--- src/hdl/vm16_pkg.sv ---
// vm16_pkg: shared types and constants of the 16-bit instruction step machine.
// Used by vm16_regfile and vm16_instruction_step; depends on nothing else.
`default_nettype none

package vm16_pkg;

    // register file geometry
    localparam int REG_COUNT = 16;
    localparam int REG_AW    = 4;

    // fixed field widths of the item ports
    localparam int WORD_W    = 16;
    localparam int PC_OUT_W  = 12;

    // reset start address, subroutine entry and ADD flag limit
    localparam logic [15:0] START_RESET = 16'h0300;
    localparam logic [15:0] JSR_TARGET  = 16'h0100;
    localparam logic [15:0] ADD_LIMIT   = 16'd255;

    // configuration register indexes
    localparam logic REG_START = 1'b0;

    // operation codes
    localparam logic [3:0] OP_ADD  = 4'h0;
    localparam logic [3:0] OP_SUB  = 4'h1;
    localparam logic [3:0] OP_AND  = 4'h2;
    localparam logic [3:0] OP_OR   = 4'h3;
    localparam logic [3:0] OP_XOR  = 4'h4;
    localparam logic [3:0] OP_JMP  = 4'h5;
    localparam logic [3:0] OP_CALL = 4'h6;
    localparam logic [3:0] OP_RET  = 4'h7;
    localparam logic [3:0] OP_JSR  = 4'h8;
    localparam logic [3:0] OP_LD   = 4'h9;
    localparam logic [3:0] OP_LDI  = 4'hA;
    localparam logic [3:0] OP_MOV  = 4'hB;
    localparam logic [3:0] OP_ST   = 4'hC;
    localparam logic [3:0] OP_INC  = 4'hD;
    localparam logic [3:0] OP_DEC  = 4'hE;
    localparam logic [3:0] OP_BEQ  = 4'hF;

    // register file write request
    typedef struct packed {
        logic              we;
        logic [REG_AW-1:0] addr;
        logic [WORD_W-1:0] data;
    } rf_wr_t;

endpackage

`default_nettype wire

--- src/hdl/vm16_regfile.sv ---
// vm16_regfile: 16 x 16 register file, two registered read ports, one write port.
// Entries read as zero until first written. Depends on vm16_pkg.
`default_nettype none

module vm16_regfile
    import vm16_pkg::*;
(
    input  wire logic              aclk,
    input  wire logic              aresetn,
    input  wire logic              rd_en,
    input  wire logic [REG_AW-1:0] rd_addr_a,
    input  wire logic [REG_AW-1:0] rd_addr_b,
    input  wire rf_wr_t            wr,
    output logic      [WORD_W-1:0] rd_data_a,
    output logic      [WORD_W-1:0] rd_data_b
);

    logic [WORD_W-1:0]    mem [REG_COUNT];
    logic [REG_COUNT-1:0] valid_reg;
    logic [WORD_W-1:0]    rd_a_reg;
    logic [WORD_W-1:0]    rd_b_reg;

    // valid bits stand in for the all-zero reset of the array
    always_ff @(posedge aclk) begin
        if (!aresetn) begin
            valid_reg <= '0;
        end else if (wr.we) begin
            valid_reg[wr.addr] <= 1'b1;
        end
    end

    // storage write
    always_ff @(posedge aclk) begin
        if (wr.we) begin
            mem[wr.addr] <= wr.data;
        end
    end

    // registered reads
    always_ff @(posedge aclk) begin
        if (rd_en) begin
            rd_a_reg <= valid_reg[rd_addr_a] ? mem[rd_addr_a] : '0;
            rd_b_reg <= valid_reg[rd_addr_b] ? mem[rd_addr_b] : '0;
        end
    end

    assign rd_data_a = rd_a_reg;
    assign rd_data_b = rd_b_reg;

endmodule

`default_nettype wire

--- config.mk ---
export PLATFORM = sky130hd
export DESIGN_NAME = vm16_regfile
export DESIGN_NICKNAME = d
export VERILOG_FILES = /design/src/hdl/vm16_pkg.sv /design/src/hdl/vm16_regfile.sv
export SDC_FILE = /design/constraint.sdc
export NUM_CORES = 1
export LEC_CHECK = 0
export BUFFER_PORTS_ARGS = -buffer_cell sky130_fd_sc_hd__buf_2
export CELL_PAD_IN_SITES_DETAIL_PLACEMENT = 1
export CELL_PAD_IN_SITES_GLOBAL_PLACEMENT = 2
export CORE_MARGIN = 4
export CORE_UTILIZATION = 45
export CTS_BUF_LIST = sky130_fd_sc_hd__clkbuf_8 sky130_fd_sc_hd__clkbuf_16
export DETAILED_ROUTE_END_ITERATION = 10
export PLACE_DENSITY_LB_ADDON = 0.1
export SLEW_MARGIN = 15
export SYNTH_ARGS = -nofsm -noshare
export SYNTH_HDL_FRONTEND = slang
export SYNTH_SLANG_ARGS = --single-unit
--- constraint.sdc ---
create_clock -name aclk -period 3.8 [get_ports aclk]
set_clock_uncertainty 0.2 [all_clocks]
set_input_delay 0.76 -clock aclk [delete_from_list [all_inputs] [get_ports aclk]]
set_output_delay 0.76 -clock aclk [all_outputs]
set_load 0.01 [all_outputs]
==> Word-level counts from Yosys, hierarchy flattened <==
Memories as Yosys holds them, arrays and structs flattened. A register that Yosys moved wholly into a read port is not among the register bits.
Cells that the tools add are included.
{ "word_totals": {"word_cells": 18, "regBits": 16, "n_memories": 1, "ramBits": 256} }
{ "op_classes": {"mux": 8, "bitwise": 1, "n_reduce_logical": 3, "magnitude_cmp": 4} }
{ "mem_list": {"columns": ["memory", "words", "width", "read_ports", "rd_ports_with_merged_regs", "write_ports", "line", "source"], "rows": [
  ["mem", 16, 16, 2, 2, 1, "vm16_regfile.sv:18", "logic [WORD_W-1:0] mem [REG_COUNT];"]
]} }
{ "op_table": {"columns": ["operator", "n"], "rows": [
  ["OR 16 bit", 1],
  ["< comparator 4 x 5 -> 1 bit (second input constant)", 3],
  ["binary-select mux 1 bit (select 4 bit)", 2],
  ["2-to-1 mux 1 bit", 5],
  ["demux 1 bit (select 4 bit)", 1],
  [">= comparator 4 x 1 -> 1 bit (second input constant)", 1],
  ["zero test 1 bit", 2],
  ["logical AND 1 bit", 1]
]} }

==> Depth between registers and ports, before layout <==
Gate-level depths: netlist (run 1).
{ "depth": {"ltp_word": 5, "mapped_depth": 6, "mapped_depth_nobuf": 4} }

==> Least setup slack after synthesis (run 1) <==
No wires, ideal clock.
{ "synth_timing": {"path_kind": "in2reg", "from": "input port wr[18] (netlist name)", "to": "memory mem[0][0], enable pin", "t_arrival_ps": 2456, "path_slack_ps": 732, "stages": 2, "path_cell_list": "or3b_2 -> nor3_1"} }
{ "synth_lines": {"columns": ["element", "line", "source"], "rows": [
  ["from (decl)", "vm16_regfile.sv:13", "input wire rf_wr_t wr,"],
  ["to (decl)", "vm16_regfile.sv:18", null]
]} }
No word-level cell before the write port.

==> Final worst setup path (run 1) <==
{ "layout_timing": {"from": "input port rd_addr_a[2]", "to": "register rd_a_reg[5] (netlist: rd_data_a[5]) (read register of mem), data pin"} }
{ "layout_between": {"elab_chain_len": 3} }
{ "layout_lines": {"columns": ["element", "line", "source"], "rows": [
  ["from (decl)", "vm16_regfile.sv:11", "input wire logic [REG_AW-1:0] rd_addr_a,"],
  ["binary-select mux 1 bit (select 4 bit)", "vm16_regfile.sv:42", "rd_a_reg <= valid_reg[rd_addr_a] ? mem[rd_addr_a] : '0;"],
  ["2-to-1 mux 1 bit (implied by the code)", "vm16_regfile.sv:42", null],
  ["zero test 1 bit (no line)", null, null],
  ["to (decl)", "vm16_regfile.sv:20", "logic [WORD_W-1:0] rd_a_reg;"]
]} }
Parallel ways exist; a longest one is shown, timed or not. The select of a mux whose other input is x is not followed.
A chain may end at the register's enable or synchronous reset.

==> metrics, run 1 <==
status finished clean; DP HPWL about 20000 um; Static Leakage 4.95 nW; initial core utilization between 40% and 50%; Starting DRT DRC Count 739; Async S/R FF share, synth 0%; global-route usage over all layers 22.7%; Final Core Density a little over half; EDFF count, synth ~290; Avg Vias per Cell roughly 6.4; Worst setup EP type flop; pre-CTS WS 0.883 ns; setup ws final 1.40 ns; synth warn 0; Synth cell types 25; area grow syn2layout 14.6%; CTS tree done; sequential cell area fraction in the yosys report between 60% and 70%; Final Critical Period 2.40 ns; die area around 0.033 mm2; via count approximately 7200; Max clock buf depth 3; Top reg by flops mem; synthesized instance count 637; commonest non-fill, non-tap cells in the layout 288 x edfxtp_1, 136 x mux4_2, 64 x a22oi_1; Routed Antenna Nets 0; router iterations before antenna repair 5; Worst Max-Slew Pin Slew 0.924 ns; endpoints failing setup 0; syn avg cell area 21.0 um2; Setup Crit Path Kind in2reg; CP peak stage delay 0.38 ns; FP Rows 62; cts-stage hold buffer count 0; RSZ-0062 raised after global routing no; total negative slack 0 ns; DRT Wirelength ~36000 um; Post-synth top flop edfxtp_1; Core Area between 0.02 and 0.03 mm2; share of layout cells above drive strength 1 42.5%; Worst slew margin 38.4%; post-cts sizing count 0; remaining global-route overflow 0; CTS Buf Count 35; max reg flops roughly 260; CP required 3.83 ns; largest net degree at the start of global routing 47; critical-path cell with the highest stage delay nor2_8; CP Max Fanout 19; initial antenna violation count 2; CTS clk-pin slew, worst paths ~0.060 ns; first-pass GRT wire length 54300 um; CP Launch Type primary input; Final Hold Fails 0; gpl congestion 0.767; drt drc 0; worst skew pair latency 0.51 ns; crit share post-route 63.1%; f_max 0.417 GHz; Synth Net Count 669; vias in the first global route just over 8000; htree depth 2; CP top delay family buffers and inverters; FF+latch count, synth between 300 and 400; clk sinks a little over 300; number of I/O port buffers 63; post-CTS setup buffer count 0; Die X between 150 and 200 um; PD cells roughly 490 mW/mm2; CP bufs+invs 2; Cell Chain, Critical Path buf_2, buf_4, mux4_2, a22o_1, nor2_8, a21oi_1; DIE HEIGHT 181 um; Max-Cap Viols 0; commonest non-fill, non-tap cell in the layout edfxtp_1; root buffer cell clkbuf_16; placed cell area 0.0143 mm2; VDD IR max 367 uV; num ports 64; Nets 755; Slew Viols, Final 0; Mapped Area 0.0134 mm2; Worst Hold Class reg2reg; Final Cell Area 0.0153 mm2; worst endpoint data arrival time roughly 2.4 ns; total power 7.46 mW; post-DR wirelength/cell about 32 um
## per-layer routing
metal  global-route usage, %  wire length [um]
met1                    32.7             15100
met5                       0                 0
met3                    3.19              2250
met2                    37.2             18300
met4                    5.72               669
## worst reg2reg max path, cell delays in order (launching register included)
cell     delay (ns)
dfxtp_1        0.32
mux4_2         0.49
a22o_4         0.30
nor2_8         0.45
a21oi_2        0.09
## logic make-up after synthesis
logic type,count (synthesis),share of synthesized area [%]
flops,304,66.9
mux,136,22.9
compound gates,116,6.35
buf+inv,48,2.38
simple gates,33,1.46
## cell type report
type / count / area, um2
Antenna cell: 2 / 5.00
Clock buffer: 37 / 926
Clock inverter: 21 / 144
Fill cell: 2575 / 13700
Multi-Input combinational cell: 285 / 4170
Sequential cell: 304 / 8970
Tap cell: 384 / 480
Timing Repair Buffer: 97 / 651
## cell usage after synthesis, drive strengths merged, types with 4 or more instances
cell	count	area, um2
buf	35	270
a22o	4	52.6
mux4	136	3060
clkbuf	13	48.8
nor2b	4	25.0
edfxtp	288	8650
nor2	16	92.6
a22oi	64	480
nor3	4	20.0
o21a	16	120
a21oi	32	198
dfxtp	16	320
## power by group
part           switching (mW)  internal (mW)
registers              0.0327           3.74
clock network            1.26           1.88
logic                   0.305          0.232
total                    1.60           5.86
## worst paths after layout
kind	from	end	slack, ns	cells past startpoint
setup / recovery	rd_addr_a[2]	rd_data_a[5]	1.40	6
hold / removal	valid_reg[10]	valid_reg[10]	0.30	1
hold reg to reg	valid_reg[10]	valid_reg[10]	0.30	1
setup reg to reg	valid_reg[13]	rd_data_b[8]	1.67	4
## through the flow
step | std cells | hold WS, ns
after floorplan | 637 | 0.252
after global routing | 1129 | 0.322
after global placement | 1070 | 0.271
after CTS | 1128 | 0.297
final | 1130 | 0.295
after detailed placement | 1070 | 0.278
Note: power is estimated with default switching activity, not from simulation.
==> run 2, diff against run 1 <==
--- a/config.mk
+++ b/config.mk
@@ -5,11 +5,12 @@
 export SDC_FILE = /design/constraint.sdc
 export NUM_CORES = 1
 export LEC_CHECK = 0
+export ABC_AREA = 1
 export BUFFER_PORTS_ARGS = -buffer_cell sky130_fd_sc_hd__buf_2
 export CELL_PAD_IN_SITES_DETAIL_PLACEMENT = 1
 export CELL_PAD_IN_SITES_GLOBAL_PLACEMENT = 2
 export CORE_MARGIN = 4
-export CORE_UTILIZATION = 45
+export CORE_UTILIZATION = 35
 export CTS_BUF_LIST = sky130_fd_sc_hd__clkbuf_8 sky130_fd_sc_hd__clkbuf_16
 export DETAILED_ROUTE_END_ITERATION = 10
 export PLACE_DENSITY_LB_ADDON = 0.1
==> constraint.sdc (replaced) <==
create_clock -name aclk -period 2 [get_ports aclk]
set_clock_uncertainty 0.2 [all_clocks]
set_input_delay 0.4 -clock aclk [delete_from_list [all_inputs] [get_ports aclk]]
set_output_delay 0.4 -clock aclk [all_outputs]
set_load 0.01 [all_outputs]
==> metrics, run 2 <==
Die X 221 um; remaining global-route overflow 0; Avg Vias per Cell 5.16; number of I/O port buffers 63; Max-Cap Viols 0; Worst slew margin 69.5%; hold_ws 0.0251 ns; largest net degree at the start of global routing 31; CP required roughly 1.4 ns; crit share post-route 92.7%; initial core utilization 35.7%; global-route usage over all layers 24.4%; post-synth top area share 54.4%; initial antenna violation count 3; FF+latch count, synth 304; CTS clk-pin slew, worst paths approximately 0.06 ns; reg2reg start valid_reg[6]; Static Leakage 8.73 nW; EDFF count, synth roughly 290; max reg flops between 200 and 300; Synth cell types 18; VDD IR max between 500 and 600 uV; area grow syn2layout 19.2%; worst skew pair latency 0.56 ns; CP Max Fanout 1; CP peak stage delay 0.50 ns; Final Hold Fails 0; share of layout cells above drive strength 1 12.1%; FP Rows 77; highest metal used met4; FILL cells approximately 5300; Async S/R FF share, synth 0%; Worst R2R Setup Slack about 0.25 ns; Routed Antenna Nets 0; most common cell in the netlist nand2_1; vias in the first global route 14200; Final Critical Period 1.85 ns; PD cells 813 mW/mm2; router iterations before antenna repair 5; htree depth 2; top cells by area, synth edfxtp_1 54%, nand3_1 15%, nand2_1 15%; via count 13500; Worst setup EP type primary output; commonest non-fill, non-tap cell in the layout nand2_1; endpoints failing setup 0; Nets 2022; Synth top cells by count 618 x nand2_1, 476 x nand3_1, 318 x inv_1; CTS tree done; synth warn 0; Synth Net Count 1908; Levels on crit path 1; post-CTS setup buffer count 0; Worst Max-Slew Pin Slew 0.456 ns; Mapped Area 0.0159 mm2; DP HPWL 38100 um; Synth area leader edfxtp_1; CP Launch Type flop; crit path from rd_data_a[7]; critical-path cell with the highest stage delay edfxtp_1; clk sinks ~300; gpl congestion 0.810; FF+latch area around 0.009 mm2; DRT Wirelength 60400 um; post-cts sizing count 0; cts-stage hold buffer count 3; met1 WL 27200 um; root buffer cell clkbuf_16; status finished clean; CP endpoint rd_data_a[7]; num ports 64; Starting DRT DRC Count 1028; CP top delay family flip-flops; commonest non-fill, non-tap cells in the layout 618 x nand2_1, 476 x nand3_1, 334 x inv_1; WL met2 between 20000 and 30000 um; synthesized instance count 1876; Slew Viols, Final 0; Setup Crit Path Kind reg2out; CTS Buf Count 38; f_max 0.539 GHz; CP bufs+invs 1; drt drc 0; syn avg cell area 8.48 um2; RSZ-0062 raised after global routing no; r2r endpoint rd_data_b[6]; R2R cell count 9; post-DR wirelength/cell 23.1 um; Worst Hold Class in2reg; die area 0.0489 mm2; total negative slack 0 ns; multi-input logic area just under 0.005 mm2; Max clock buf depth 3; Post-synth top flop edfxtp_1; sequential cell area fraction in the yosys report 56.4%; metal3 WL 2820 um; worst endpoint data arrival time 1.25 ns; Core Area 0.0446 mm2; Cell Chain, Critical Path buf_2; DIE HEIGHT approximately 220 um; first-pass GRT wire length 90200 um; Top reg by flops mem
run 2: layout make-up:
class                      instances  share of cell area [%]
sequential                       304                    47.3
antenna                            2                  0.0264
clock inverter                    25                   0.528
timing repair buffer             183                    10.3
clock buffer                      41                    5.29
multi-input combinational       1135                    26.1
tap                              592                    3.91
inverter                         328                    6.52
run 2: stage by stage:
step | area [um2] | setup WS (ns) | power [mW] | util, % | instances
after floorplan | 15900 | -0.404 | 8.34 | - | 1876
after global placement | 17800 | -0.120 | 9.23 | 40.0 | 2539
after detailed placement | 17800 | -0.134 | 9.25 | 40.0 | 2539
after CTS | 19000 | 0.116 | 15.6 | 42.5 | 2608
after global routing | 19000 | 0.0722 | 16.0 | 42.5 | 2609
final | 19000 | 0.145 | 15.4 | 42.5 | 2610
run 2: kinds of logic (layout without fill, tap and decap cells):
logic type / Yosys count / after routing / synth area share [%]
flip-flops: 304 / 304 / 56.4
other: 0 / 2 / 0
buffers and inverters: 437 / 577 / 12.9
AO/OA/AOI/OAI: 8 / 8 / 0.283
AND/OR/NAND/NOR: 1127 / 1127 / 30.4
run 2: worst min-delay path by stage:
stage                    endpoint  slack, ns     startpoint  cells past startpoint
global route           mem[1][13]       0.03         wr[13]                      1
finish                 mem[7][12]       0.03         wr[12]                      1
detailed placement   valid_reg[0]       0.26   valid_reg[0]                      1
floorplan           valid_reg[10]       0.24  valid_reg[10]                      2
global placement     valid_reg[0]       0.25   valid_reg[0]                      1
CTS                    mem[1][13]      0.001         wr[13]                      1
run 2: where the power goes:
group | switching (mW) | internal, mW | total (mW)
Sequential | 0.0496 | 7.15 | 7.20
Combinational | 1.26 | 0.657 | 1.92
Clock | 2.73 | 3.57 | 6.30
run 2: layer usage:
metal | track usage [%] | up-vias
met3 | 3.49 | 96
met2 | 40.6 | 312
li1 | - | 6254
met5 | 0 | -
met4 | 7.21 | 0
met1 | 33.4 | 6794
==> run 3, diff against run 2 <==
--- a/config.mk
+++ b/config.mk
@@ -5,12 +5,11 @@
 export SDC_FILE = /design/constraint.sdc
 export NUM_CORES = 1
 export LEC_CHECK = 0
-export ABC_AREA = 1
 export BUFFER_PORTS_ARGS = -buffer_cell sky130_fd_sc_hd__buf_2
 export CELL_PAD_IN_SITES_DETAIL_PLACEMENT = 1
 export CELL_PAD_IN_SITES_GLOBAL_PLACEMENT = 2
 export CORE_MARGIN = 4
-export CORE_UTILIZATION = 35
+export CORE_UTILIZATION = 44
 export CTS_BUF_LIST = sky130_fd_sc_hd__clkbuf_8 sky130_fd_sc_hd__clkbuf_16
 export DETAILED_ROUTE_END_ITERATION = 10
 export PLACE_DENSITY_LB_ADDON = 0.1
==> metrics, run 3 (same netlist as run 1, synthesis figures left out) <==
Final Critical Period around 1.9 ns; Final Cell Area 0.0162 mm2; f_max 0.519 GHz; CP bufs+invs 1; initial antenna violation count 1; router iterations before antenna repair 6; total power 14.4 mW; Die X about 180 um; Setup Crit Path Kind reg2reg; remaining global-route overflow 0; Routed Antenna Nets 0; Worst setup EP type flop; FILL cells 2618; post-cts sizing count 0; r2r endpoint rd_data_b[4]; Avg Vias per Cell 6.38; vias in the first global route 8162; reg2reg start valid_reg[0]; pre-CTS WS -0.349 ns; Worst Max-Slew Pin Slew 0.360 ns; Clock power frac 41.9%; clk sinks 304; area grow syn2layout 21.2%; status finished clean; num ports 64; FP Rows 63; drt drc 0; CTS clk-pin slew, worst paths 0.06 ns; Cell Chain, Critical Path mux4_2, a22o_4, nor2_8, buf_12, a21oi_1; first-pass GRT wire length 56400 um; max reg flops ~260; combinational power share 8.3%; Nets 799; initial core utilization 44.8%; Top reg by flops mem; die area 0.0333 mm2; Core Area around 0.03 mm2; commonest non-fill, non-tap cells in the layout 288 x edfxtp_1, 136 x mux4_2, 61 x a22oi_1, 61 x buf_2, 41 x buf_12; post-DR wirelength/cell roughly 33 um; Static Leakage ~5.3 nW; CTS Buf Count 35; setup ws final 0.0725 ns; CP Launch Type flop; CP Max Fanout 10; Slew Viols, Final 0; crit path from valid_reg[0]; htree depth 2; via count between 7000 and 8000; crit share post-route 96.4%; CP required 2.03 ns; worst endpoint data arrival time 1.96 ns; Levels on crit path 5; CP top delay family multiplexers; ant diodes 0; HP Start aresetn; Worst R2R Setup Slack 0.07 ns; CTS tree done; gpl congestion 0.767; commonest non-fill, non-tap cell in the layout edfxtp_1; Max clock buf depth 3; root buffer cell clkbuf_16; post-CTS setup buffer count 0; endpoints failing setup 0; Psw roughly 3.1 mW; largest net degree at the start of global routing 33; DRT Wirelength 38900 um; Reg power frac between 40% and 50%; critical-path cell with the highest stage delay mux4_2; CP endpoint rd_data_b[4]; Final Core Density 54.4%; global-route usage over all layers 23.6%; worst skew pair latency 0.51 ns; cts-stage hold buffer count 0; placed cell area roughly 0.015 mm2; Starting DRT DRC Count 750; Sw Share 21.8%; Worst slew margin 76.0%; share of layout cells above drive strength 1 between 40% and 50%; Max-Cap Viols 0; number of I/O port buffers between 60 and 70; PD cells between 800 and 900 mW/mm2; CP peak stage delay 0.47 ns; VDD IR max roughly 720 uV; Final Hold Fails 0; Int Pwr 11.3 mW; Worst Hold Class in2reg; R2R cell count 5; RSZ-0062 raised after global routing no; DP HPWL 24000 um; DIE HEIGHT between 150 and 200 um
==> run 3: how the worst min path moves through the flow <==
stage / to / cells after the start
detailed placement: valid_reg[15] / 1
CTS: valid_reg[5] / 2
global route: mem[11][15] / 1
finish: valid_reg[15] / 2
floorplan: valid_reg[12] / 1
global placement: valid_reg[14] / 1
==> run 3: routing by layer <==
metal  routed length, um  GRT usage [%]  vias up  part of all wire, %
met2               19300           38.2      330                   50
met5                  13              0        -                0.033
met3                2970           4.15       40                  7.6
li1                    -              -     3060                    -
met1               16100           34.5     4104                   41
met4                 481           3.93        2                  1.2
==> run 3: metrics by stage <==
step	TNS (ns)	hold WS, ns	instances
3_5_place_dp	-8.94	0.275	1120
4_1_cts	0	0.0483	1182
5_1_grt	0	0.0684	1182
6_report	0	0.0578	1182
2_1_floorplan	-14.33	0.252	637
3_3_place_gp	-7.54	0.264	1120
==> run 3: power groups by stage <==
stage               Sequential, mW  Combinational (mW)  Clock, mW
floorplan                     7.30               0.683          0
global placement              7.30                1.18          0
detailed placement            7.31                1.21          0
CTS                           7.18                1.21       6.14
global route                  7.19                1.27       6.43
finish                        7.18                1.20       6.04
==> run 3: final cells by class <==
cell class | count | area (um2) | area share [%]
Multi-Input combinational cell | 285 | 4270 | 26.3
Clock buffer | 40 | 978 | 6.03
Sequential cell | 304 | 8970 | 55.2
Clock inverter | 22 | 115 | 0.709
Timing Repair Buffer | 141 | 1420 | 8.74
Tap cell | 390 | 488 | 3.01
